<file path="src/keyboard_line_editor_text_console_unit_defines.svh">
// ----------------------------------------------------------------------------
// keyboard line editor assertion macros
// shared concurrent assertion forms, clocked on clk and idle during rst_n low
// ----------------------------------------------------------------------------
`ifndef KEYBOARD_LINE_EDITOR_TEXT_CONSOLE_UNIT_DEFINES_SVH
`define KEYBOARD_LINE_EDITOR_TEXT_CONSOLE_UNIT_DEFINES_SVH

// same-cycle implication
`define KLE_ASSERT_IMP(label, ante, cons, msg) \
    label: assert property (@(posedge clk) disable iff (!rst_n) (ante) |-> (cons)) \
        else $error(msg);

// next-cycle implication
`define KLE_ASSERT_NXT(label, ante, cons, msg) \
    label: assert property (@(posedge clk) disable iff (!rst_n) (ante) |=> (cons)) \
        else $error(msg);

`endif

</file>
<file path="src/kle_pkg.sv">
// ----------------------------------------------------------------------------
// kle_pkg
// shared constants, key maps and result word layout of the line editor
// ----------------------------------------------------------------------------
`timescale 1ns / 1ps

package kle_pkg;

    // default screen and line geometry
    localparam int COLUMNS_DEF    = 80;
    localparam int ROWS_DEF       = 25;
    localparam int LINE_STORE_DEF = 256;

    // fixed field widths
    localparam int CODE_W = 8;
    localparam int CELL_W = 11;
    localparam int CHAR_W = 8;
    localparam int ATTR_W = 8;
    localparam int LLEN_W = 8;

    localparam logic [ATTR_W-1:0] ATTR_RESET = 8'h0F;

    // set-1 scancodes
    localparam logic [CODE_W-1:0] KEY_BACK      = 8'h0E;
    localparam logic [CODE_W-1:0] KEY_ENTER     = 8'h1C;
    localparam logic [CODE_W-1:0] KEY_LSHIFT    = 8'h2A;
    localparam logic [CODE_W-1:0] KEY_RSHIFT    = 8'h36;
    localparam logic [CODE_W-1:0] KEY_CAPS      = 8'h3A;
    localparam logic [CODE_W-1:0] KEY_LSHIFT_UP = 8'hAA;
    localparam logic [CODE_W-1:0] KEY_RSHIFT_UP = 8'hB6;

    localparam logic [CHAR_W-1:0] CHAR_SPACE = 8'h20;

    // key maps cover codes below MAP_SIZE
    localparam int MAP_SIZE = 58;
    localparam int MAP_IDX_W = 6;

    localparam logic [CHAR_W-1:0] PLAIN_MAP [0:MAP_SIZE-1] = '{
        8'h00, 8'h00, 8'h31, 8'h32, 8'h33, 8'h34, 8'h35, 8'h36, 8'h37, 8'h38,
        8'h39, 8'h30, 8'h2D, 8'h3D, 8'h00, 8'h00, 8'h71, 8'h77, 8'h65, 8'h72,
        8'h74, 8'h79, 8'h75, 8'h69, 8'h6F, 8'h70, 8'h5B, 8'h5D, 8'h00, 8'h00,
        8'h61, 8'h73, 8'h64, 8'h66, 8'h67, 8'h68, 8'h6A, 8'h6B, 8'h6C, 8'h3B,
        8'h27, 8'h60, 8'h00, 8'h5C, 8'h7A, 8'h78, 8'h63, 8'h76, 8'h62, 8'h6E,
        8'h6D, 8'h2C, 8'h2E, 8'h2F, 8'h00, 8'h00, 8'h00, 8'h20
    };

    localparam logic [CHAR_W-1:0] UPPER_MAP [0:MAP_SIZE-1] = '{
        8'h00, 8'h00, 8'h21, 8'h40, 8'h23, 8'h24, 8'h25, 8'h5E, 8'h26, 8'h2A,
        8'h28, 8'h29, 8'h5F, 8'h2B, 8'h00, 8'h00, 8'h51, 8'h57, 8'h45, 8'h52,
        8'h54, 8'h59, 8'h55, 8'h49, 8'h4F, 8'h50, 8'h7B, 8'h7D, 8'h00, 8'h00,
        8'h41, 8'h53, 8'h44, 8'h46, 8'h47, 8'h48, 8'h4A, 8'h4B, 8'h4C, 8'h3A,
        8'h22, 8'h7E, 8'h00, 8'h7C, 8'h5A, 8'h58, 8'h43, 8'h56, 8'h42, 8'h4E,
        8'h4D, 8'h3C, 8'h3E, 8'h3F, 8'h00, 8'h00, 8'h00, 8'h20
    };

    // result word; last member sits in the lowest bits
    typedef struct packed {
        logic              char_appended;
        logic [LLEN_W-1:0] line_length;
        logic              line_submit;
        logic [CELL_W-1:0] cursor_position;
        logic              cursor_changed;
        logic [ATTR_W-1:0] write_attr;
        logic [CHAR_W-1:0] write_char;
        logic [CELL_W-1:0] write_address;
        logic              write_attr_valid;
        logic              write_valid;
    } kle_result_t;

    localparam int RESULT_W   = $bits(kle_result_t);
    localparam int OUT_DATA_W = ((RESULT_W + 7) / 8) * 8;

endpackage

</file>
<file path="src/kle_step.sv">
// ----------------------------------------------------------------------------
// kle_step
// one scancode against the editor state: next state and the result word
// ----------------------------------------------------------------------------
`timescale 1ns / 1ps

module kle_step #(
    parameter int COLUMNS    = kle_pkg::COLUMNS_DEF,
    parameter int ROWS       = kle_pkg::ROWS_DEF,
    parameter int LINE_STORE = kle_pkg::LINE_STORE_DEF,
    parameter int COL_W      = (COLUMNS > 1) ? $clog2(COLUMNS) : 1,
    parameter int ROW_W      = (ROWS > 1) ? $clog2(ROWS) : 1,
    parameter int LEN_W      = (LINE_STORE > 1) ? $clog2(LINE_STORE) : 1
) (
    input  logic [kle_pkg::CODE_W-1:0] scancode,
    input  logic [kle_pkg::ATTR_W-1:0] text_attribute,
    input  logic                       shift_held,
    input  logic                       caps_active,
    input  logic [COL_W-1:0]           cursor_column,
    input  logic [ROW_W-1:0]           cursor_row,
    input  logic [LEN_W-1:0]           typed_length,
    output logic                       shift_held_next,
    output logic                       caps_active_next,
    output logic [COL_W-1:0]           cursor_column_next,
    output logic [ROW_W-1:0]           cursor_row_next,
    output logic [LEN_W-1:0]           typed_length_next,
    output kle_pkg::kle_result_t       result
);
    import kle_pkg::*;

    function automatic logic [CELL_W-1:0] cell_of(input logic [ROW_W-1:0] r,
                                                  input logic [COL_W-1:0] c);
        return CELL_W'(CELL_W'(r) * CELL_W'(COLUMNS) + CELL_W'(c));
    endfunction

    logic [CHAR_W-1:0] key_char;
    logic [COL_W:0]    col_inc;
    logic [ROW_W:0]    row_inc;
    logic [LEN_W-1:0]  len_out;

    // shifted map when exactly one of shift and caps is active
    always_comb
    begin
        if (shift_held ^ caps_active)
            key_char = UPPER_MAP[scancode[MAP_IDX_W-1:0]];
        else
            key_char = PLAIN_MAP[scancode[MAP_IDX_W-1:0]];
    end

    assign col_inc = {1'b0, cursor_column} + (COL_W+1)'(1);
    assign row_inc = {1'b0, cursor_row} + (ROW_W+1)'(1);

    always_comb
    begin
        shift_held_next    = shift_held;
        caps_active_next   = caps_active;
        cursor_column_next = cursor_column;
        cursor_row_next    = cursor_row;
        typed_length_next  = typed_length;
        len_out            = typed_length;
        result             = '0;

        unique case (scancode) inside
            KEY_LSHIFT, KEY_RSHIFT:       shift_held_next = 1'b1;
            KEY_LSHIFT_UP, KEY_RSHIFT_UP: shift_held_next = 1'b0;
            KEY_CAPS:                     caps_active_next = ~caps_active;
            KEY_ENTER:
            begin
                result.line_submit = 1'b1;
                typed_length_next  = '0;
            end
            KEY_BACK:
            begin
                if (typed_length != '0)
                begin
                    typed_length_next = typed_length - LEN_W'(1);
                    len_out           = typed_length - LEN_W'(1);
                    if (cursor_column == '0)
                    begin
                        // top-left cell stays put
                        if (cursor_row != '0)
                        begin
                            cursor_row_next    = cursor_row - ROW_W'(1);
                            cursor_column_next = COL_W'(COLUMNS - 1);
                        end
                    end
                    else
                    begin
                        cursor_column_next = cursor_column - COL_W'(1);
                    end
                    result.write_valid    = 1'b1;
                    result.write_address  = cell_of(cursor_row_next, cursor_column_next);
                    result.write_char     = CHAR_SPACE;
                    result.cursor_changed = 1'b1;
                end
            end
            default:
            begin
                if (scancode < CODE_W'(MAP_SIZE) && key_char != '0 &&
                    typed_length < LEN_W'(LINE_STORE - 1))
                begin
                    typed_length_next       = typed_length + LEN_W'(1);
                    len_out                 = typed_length + LEN_W'(1);
                    result.write_valid      = 1'b1;
                    result.write_attr_valid = 1'b1;
                    result.write_address    = cell_of(cursor_row, cursor_column);
                    result.write_char       = key_char;
                    result.write_attr       = text_attribute;
                    result.char_appended    = 1'b1;
                    result.cursor_changed   = 1'b1;
                    // wrap to next row, clamp on the last row
                    if (col_inc >= (COL_W+1)'(COLUMNS))
                    begin
                        cursor_column_next = '0;
                        if (row_inc >= (ROW_W+1)'(ROWS))
                            cursor_row_next = ROW_W'(ROWS - 1);
                        else
                            cursor_row_next = row_inc[ROW_W-1:0];
                    end
                    else
                    begin
                        cursor_column_next = col_inc[COL_W-1:0];
                    end
                end
            end
        endcase

        result.line_length     = LLEN_W'(len_out);
        result.cursor_position = cell_of(cursor_row_next, cursor_column_next);
    end

endmodule

</file>
<file path="src/keyboard_line_editor_text_console_unit.sv">
// ----------------------------------------------------------------------------
// keyboard_line_editor_text_console_unit
// set-1 scancode line editor: shift/caps tracking, cursor and line length,
// one result word with the cursor position per scancode, holding at most one screen write
// path: the accepted scancode waits in the input register, its result word in the result register
// throughput: 1 scancode per cycle while m_axis_tready is high; input register -> step logic -> result reg
// the step logic (key map lookup, row*COLUMNS+column) is the only stage
// reset: rst_n low clears shift, caps, cursor and line length, attribute to 0x0F
// ----------------------------------------------------------------------------
`timescale 1ns / 1ps

`include "keyboard_line_editor_text_console_unit_defines.svh"

module keyboard_line_editor_text_console_unit #(
    parameter int COLUMNS    = kle_pkg::COLUMNS_DEF,
    parameter int ROWS       = kle_pkg::ROWS_DEF,
    parameter int LINE_STORE = kle_pkg::LINE_STORE_DEF
) (
    input  logic                           clk,
    input  logic                           rst_n,
    // attribute register write
    input  logic                           cfg_valid,
    output logic                           cfg_ready,
    input  logic [kle_pkg::ATTR_W-1:0]     cfg_data,      // text_attribute
    // scancode stream
    input  logic                           s_axis_tvalid,
    output logic                           s_axis_tready,
    input  logic [kle_pkg::CODE_W-1:0]     s_axis_tdata,  // scancode
    // result stream
    output logic                           m_axis_tvalid,
    input  logic                           m_axis_tready,
    // low to high: write_valid, write_attr_valid, write_address[11],
    // write_char[8], write_attr[8], cursor_changed, cursor_position[11],
    // line_submit, line_length[8], char_appended, zero fill
    output logic [kle_pkg::OUT_DATA_W-1:0] m_axis_tdata
);
    import kle_pkg::*;

    localparam int COL_W = (COLUMNS > 1) ? $clog2(COLUMNS) : 1;
    localparam int ROW_W = (ROWS > 1) ? $clog2(ROWS) : 1;
    localparam int LEN_W = (LINE_STORE > 1) ? $clog2(LINE_STORE) : 1;

    // input stage
    logic              in_valid_reg;
    logic [CODE_W-1:0] in_code_reg;

    // editor state
    logic [ATTR_W-1:0] attr_reg;
    logic              shift_reg,  shift_next;
    logic              caps_reg,   caps_next;
    logic [COL_W-1:0]  col_reg,    col_next;
    logic [ROW_W-1:0]  row_reg,    row_next;
    logic [LEN_W-1:0]  len_reg,    len_next;

    // result stage
    logic              out_valid_reg;
    kle_result_t       out_data_reg;
    kle_result_t       step_result;

    logic              advance;

    // the input word moves on when the result register is free or drains now
    assign advance       = in_valid_reg && (!out_valid_reg || m_axis_tready);
    assign s_axis_tready = !in_valid_reg || advance;
    assign cfg_ready     = 1'b1;

    assign m_axis_tvalid = out_valid_reg;
    assign m_axis_tdata  = {{(OUT_DATA_W - RESULT_W){1'b0}}, out_data_reg};

    kle_step #(
        .COLUMNS    (COLUMNS),
        .ROWS       (ROWS),
        .LINE_STORE (LINE_STORE),
        .COL_W      (COL_W),
        .ROW_W      (ROW_W),
        .LEN_W      (LEN_W)
    ) u_step (
        .scancode           (in_code_reg),
        .text_attribute     (attr_reg),
        .shift_held         (shift_reg),
        .caps_active        (caps_reg),
        .cursor_column      (col_reg),
        .cursor_row         (row_reg),
        .typed_length       (len_reg),
        .shift_held_next    (shift_next),
        .caps_active_next   (caps_next),
        .cursor_column_next (col_next),
        .cursor_row_next    (row_next),
        .typed_length_next  (len_next),
        .result             (step_result)
    );

    // control and editor state
    always_ff @(posedge clk or negedge rst_n)
    begin
        if (!rst_n)
        begin
            in_valid_reg  <= 1'b0;
            out_valid_reg <= 1'b0;
            attr_reg      <= ATTR_RESET;
            shift_reg     <= 1'b0;
            caps_reg      <= 1'b0;
            col_reg       <= '0;
            row_reg       <= '0;
            len_reg       <= '0;
        end
        else
        begin
            if (s_axis_tready)
                in_valid_reg <= s_axis_tvalid;

            if (advance)
                out_valid_reg <= 1'b1;
            else if (m_axis_tready)
                out_valid_reg <= 1'b0;

            if (cfg_valid)
                attr_reg <= cfg_data;

            // state commits as the word enters the result register
            if (advance)
            begin
                shift_reg <= shift_next;
                caps_reg  <= caps_next;
                col_reg   <= col_next;
                row_reg   <= row_next;
                len_reg   <= len_next;
            end
        end
    end

    // payload registers
    always_ff @(posedge clk)
    begin
        if (s_axis_tready && s_axis_tvalid)
            in_code_reg <= s_axis_tdata;
        if (advance)
            out_data_reg <= step_result;
    end

    `KLE_ASSERT_IMP(a_row_in_range, 1'b1, row_reg <= ROW_W'(ROWS - 1), "cursor row past last row")
    `KLE_ASSERT_IMP(a_col_in_range, 1'b1, col_reg <= COL_W'(COLUMNS - 1), "cursor column past last column")
    `KLE_ASSERT_NXT(a_submit_clears, advance && step_result.line_submit, len_reg == '0, "line not cleared on submit")
    `KLE_ASSERT_NXT(a_stall_keeps_state, in_valid_reg && !advance, $stable(len_reg) && $stable(col_reg) && $stable(row_reg), "state moved while stalled")
    `KLE_ASSERT_IMP(a_attr_needs_write, out_valid_reg && out_data_reg.write_attr_valid, out_data_reg.write_valid, "attribute write without cell write")

endmodule
</file>
<file path="config.mk">
export PLATFORM = sky130hd
export DESIGN_NAME = keyboard_line_editor_text_console_unit
export DESIGN_NICKNAME = d
export VERILOG_FILES = /design/src/kle_pkg.sv /design/src/kle_step.sv /design/src/keyboard_line_editor_text_console_unit.sv
export VERILOG_INCLUDE_DIRS = /design/src /design/src/src
export SDC_FILE = /design/constraint.sdc
export NUM_CORES = 1
export LEC_CHECK = 0
export ABC_CLOCK_PERIOD_IN_PS = 6100
export BUFFER_PORTS_ARGS = -buffer_cell sky130_fd_sc_hd__buf_2
export CORE_MARGIN = 4
export CORE_UTILIZATION = 55
export CTS_BUF_LIST = sky130_fd_sc_hd__clkbuf_8
export DETAILED_ROUTE_END_ITERATION = 16
export HOLD_SLACK_MARGIN = 0.12
export PLACE_DENSITY = 0.81
export SETUP_SLACK_MARGIN = 0.05
export SLEW_MARGIN = 20
export SYNTH_ARGS = -nofsm -noshare
export SYNTH_HDL_FRONTEND = slang
export SYNTH_SLANG_ARGS = --single-unit
</file>
<file path="constraint.sdc">
create_clock -name clk -period 6.1 [get_ports clk]
set_input_delay 1.22 -clock clk [delete_from_list [all_inputs] [get_ports clk]]
set_output_delay 1.22 -clock clk [all_outputs]
set_load 0.01 [all_outputs]
</file>
## After elaboration in Yosys (flattened, before gate mapping)

Memories as Yosys holds them, arrays and structs flattened.
Cells that the tools add are included.

| word-level totals | value |
|---|---|
| register bits after elaboration | 91 |
| bits in read-only memories | 1024 |
| input port bits | 21 |
| output and inout port bits | 59 |
| logic and storage cells | 110 |
| memories | 2 |

Memories:

| name | words | bits a word | rd ports | clocked after memory_dff | write ports | line | source |
|---|---|---|---|---|---|---|---|
| (name not given) | 64 | 8 | 1 | 0 | 0 | kle_step.sv:47 | `key_char = PLAIN_MAP[scancode[MAP_IDX_W-1:0]];` |
| (name not given) | 64 | 8 | 1 | 0 | 0 | kle_step.sv:45 | `key_char = UPPER_MAP[scancode[MAP_IDX_W-1:0]];` |

| cells by class | value |
|---|---|
| add/sub/neg operators | 9 |
| $mul | 3 |
| order comparisons | 5 |
| equality and inequality tests | 7 |
| muxes and demuxes | 37 |
| bitwise logic cells | 5 |
| reductions and logical operators | 23 |

Operators with widths:

| kind | count |
|---|---|
| $mux 8 | 7 |
| $mux 7 | 7 |
| $mux 5 | 8 |
| $pmux 19 s2 | 1 |
| $add 11x7->11 | 3 |
| $mux 30 | 1 |
| $eq 8x6->1 const B | 3 |
| $pmux 8 s3 | 1 |
| $mul 5x3->7 const B | 3 |
| $mux 17 | 1 |
| $eq 8x8->1 const B | 2 |
| $pmux 8 s2 | 1 |
| $reduce_bool 8->1 | 2 |
| $pmux 7 s2 | 1 |
| $pmux 5 s2 | 1 |
| $add 7x1->8 const B | 1 |
| $add 8x1->8 const B | 1 |
| $eq 8x4->1 const B | 1 |
| $eq 8x5->1 const B | 1 |
| $ge 8x7->1 const B | 1 |
| $lt 8x6->1 const B | 1 |
| $lt 8x8->1 const B | 1 |
| $reduce_or 8->1 | 1 |
| $sub 8x1->8 const B | 1 |
| other kinds (21) | 38 |

## Depth between registers and ports, before layout

| logic depth | value |
|---|---|
| depth after elaboration | 12 |
| mapped depth | 23 |
| depth with buffers taken out | 21 |

## Hierarchy

Synthesis repeated with hierarchy kept, for this count alone.

| unflattened totals | value |
|---|---|
| cell total of the unflattened synthesis | 700 |
| area total of the unflattened synthesis | 7003.0 µm² |

Modules (own cells, without submodules):

| module | instances | cells an instance | area each (µm²) | sequential area each (µm²) |
|---|---|---|---|---|
| kle_step | 1 | 561 | 3881.2 | 0.0 |
| keyboard_line_editor_text_console_unit | 1 | 139 | 3121.7 | 2577.5 |

## Least setup slack after synthesis

No wires, ideal clock.

| path | value |
|---|---|
| kind | flip-flop to flip-flop |
| from | register in_code_reg[0] |
| to | register out_data_reg (netlist bit m_axis_tdata[40]) (data pin) |
| library setup time | 265 ps |
| data arrival time | 4652 ps |
| data required time | 5835 ps |
| slack | 1183 ps |
| stages on the path, launching flop included | 23 |
| period minus slack after synthesis | 4917 ps |
| cells stage by stage | edfxtp_1 buf_4 inv_1 ha_1 and2_1 a22o_1 a22o_1 a32o_1 nor4b_4 a21o_1 buf_6 nor2_1 a311oi_1 a211oi_1 ha_1 ha_1 fa_1 nand2_1 o21bai_1 o22a_1 a21oi_1 o21ai_0 xor2_1 |

RTL lines:

| element | line | source |
|---|---|---|
| start, declared | keyboard_line_editor_text_console_unit.sv:45 | `logic [CODE_W-1:0] in_code_reg;` |
| start signal, assigned | keyboard_line_editor_text_console_unit.sv:136 | `in_code_reg <= s_axis_tdata;` |
| end signal, assigned | keyboard_line_editor_text_console_unit.sv:138 | `out_data_reg <= step_result;` |
| end, declared | keyboard_line_editor_text_console_unit.sv:57 | `kle_result_t out_data_reg;` |

==> impl_metrics.json <==
{
  "dieArea_um2": 14500,
  "rsz0062_at_grt": "false",
  "finalHoldViolCount": 0,
  "clk_latency_ps": 390,
  "chipHeight_um": 120,
  "drive_above_1_share": 0.183,
  "overflow": 0,
  "routed.top_layer": "met4",
  "grt_use_total": 0.258,
  "die_w_um": 120,
  "synth_ff_type": "edfxtp_1",
  "grt_max_degree": 44,
  "required_ps": 6240,
  "routed-wl-met2_um": 8660,
  "max-clock-path-buffers": 2,
  "ys_seq_area_frac": 0.358,
  "routedLengthMet1_um": 7530,
  "start_util": 0.570,
  "grt_pass1_vias": 5926,
  "slew_headroom": 0.358,
  "maxSlewViolCount": 0,
  "cp-start-kind": "register",
  "worstSetupPathType": "register to register",
  "postCtsSetupBuffers": 0,
  "hold_class": "register to register",
  "cts_hold_buf": 0,
  "wl_um": 18500,
  "syn_area_um2": 6960,
  "clockRootBuffer": "clkbuf_8",
  "cp.arrival_ps": 5710,
  "synth_top_area_share": 0.242,
  "status": "completed",
  "syn_area_per_cell_um2": 9.29,
  "synth_top_area_cell": "edfxtp_1",
  "antennaDiodeCount": 0,
  "tightest_slew_ps": 963,
  "h-tree-depth": 3,
  "synth_most_common_cell": "nand2_1",
  "cts-resized-gates": 0,
  "fmax_mhz": 180,
  "setup_viol": 0,
  "core_area_um2": 12200,
  "synth_cell_type_count": 85,
  "min_period_ps": 5570,
  "post-route-period-util": 0.912,
  "num_vias": 6218,
  "clk_pin_slew_worst_paths_ps": 100,
  "dr_wl_met3_um": 1670,
  "wire_per_inst_um": 19.1,
  "worstSetupEndpointType": "register",
  "cts_tree": "built",
  "antenna_left": 0,
  "synth_edf_count": 56,
  "layout.nets": 872,
  "maxCapViolations": 0,
  "vias_per_cell": 6.41,
  "fin_tns_setup_ps": 0,
  "synthCells": 749,
  "dr.first_iter.drc_count": 892,
  "pin_count": 80,
  "first_pass_iters": 6,
  "port_buffers": 72,
  "synth-async-reset-ratio": 0.364,
  "synth_warnings": 0,
  "hpwl_um": 13400,
  "largest_reg_flops": 48,
  "gp_congestion": 1.02,
  "antenna_found_initial": 0,
  "synth_area_leaders": "edfxtp_1 (24%), dfrtp_1 (10%), ha_1 (8.6%)",
  "synthTopCellsByCount": "nand2_1 (62), edfxtp_1 (56), a21oi_1 (49), ha_1 (48), o21ai_0 (44)",
  "drcViolationCount": 0,
  "areaGrowthSynthToFinish_pct": 8.69,
  "pwr_density_cell_nw_per_um2": 229,
  "critPathMaxFanout": 9,
  "finClkSkew_ps": 12.0,
  "power.total_mw": 1.73,
  "p_leak_nw": 3.17,
  "fp-row-count": 40,
  "cts_made_buffers": 9,
  "cts_num_sinks": 88,
  "grt_pass1_wl_um": 30000,
  "synth-seq-cells": 88,
  "ir_drop_mv": 0.121
}
## final cells by class
type / instances / area [um2]
clock buffers: 9 / 124
clock inverters: 7 / 53.8
fillers: 1075 / 4650
inverters: 25 / 93.8
multi-input cells: 584 / 4090
flip-flops and latches: 88 / 2490
well taps: 168 / 210
repair buffers: 89 / 500
## worst max-delay path, stage by stage (launching register included)
cell,delay [ps]
edfxtp_1,520
inv_1,280
ha_1,360
nor2b_1,160
a211oi_1,250
a311oi_1,90
a221oi_2,400
nor4b_4,380
a21o_1,400
nor4_1,140
a211oi_1,400
ha_1,310
ha_1,230
fa_1,520
nand2_1,70
o21bai_1,210
o22a_1,220
a21oi_1,100
o21ai_0,100
xor2_1,160
## worst paths after layout
path                                 from               end  slack (ps)  cells after the start
setup reg to reg           in_code_reg[1]  m_axis_tdata[40]         530                     19
max in group asynchronous           rst_n        len_reg[7]        4640                      1
min in group asynchronous           rst_n     m_axis_tvalid         910                      1
setup / recovery           in_code_reg[1]  m_axis_tdata[40]         530                     19
hold / removal               in_valid_reg     m_axis_tvalid         510                      1
hold reg to reg              in_valid_reg     m_axis_tvalid         510                      1
## per-stage QoR
| stage | instances | cell area [um2] | util | hold slack, ps | setup WS [ps] |
|---|---|---|---|---|---|
| global placement | 954 | 7380 | 0.605 | 476 | 712 |
| floorplan | 754 | 6980 | - | 457 | 1180 |
| detailed placement | 954 | 7380 | 0.605 | 494 | 609 |
| CTS | 970 | 7560 | 0.619 | 515 | 603 |
| global route | 970 | 7560 | 0.619 | 528 | 218 |
| finish | 970 | 7560 | 0.619 | 509 | 534 |
## layout by cell type, fill, tap and decap left out, drive strengths merged, types with 5 or more instances in the layout
cell type  count
dfrtp         28
ha            48
nand3         18
conb           7
nor2          44
nand2b        23
clkbuf         9
and2           5
a31oi         13
mux2          14
or2            9
a21o          10
o22ai         12
a211oi        14
nor2b         16
o21ai         49
nand2         64
xor2           9
a21oi         50
and3          23
xnor2         21
fa             6
a22o           7
a21boi         5
o21a           6
inv           27
buf           89
nor4           7
o32ai          6
nor3          15
edfxtp        56
o211ai         8
## per-layer routing
metal	global-route usage	up-vias
li1	-	2864
met1	0.337	2919
met2	0.420	372
met3	0.0514	63
met4	0.105	0
met5	0	-
## report_power, final
group | switching [mW] | internal, mW | total (mW) | leakage [nW]
clock network | 0.237 | 0.152 | 0.389 | 0.0905
logic | 0.319 | 0.221 | 0.540 | 2.17
registers | 0.0744 | 0.727 | 0.801 | 0.912
## cells by family after synthesis
kind of cell	Yosys count	share of synthesized area
buffers and inverters	82	0.0570
AND/OR/NAND/NOR	245	0.188
XOR/XNOR	30	0.0389
adder cells (fa/ha/maj)	54	0.104
multiplexers	16	0.0255
AO/OA/AOI/OAI	232	0.228
other	2	0.00108
flip-flops	88	0.358
Note: power is estimated with default switching activity, not from simulation.
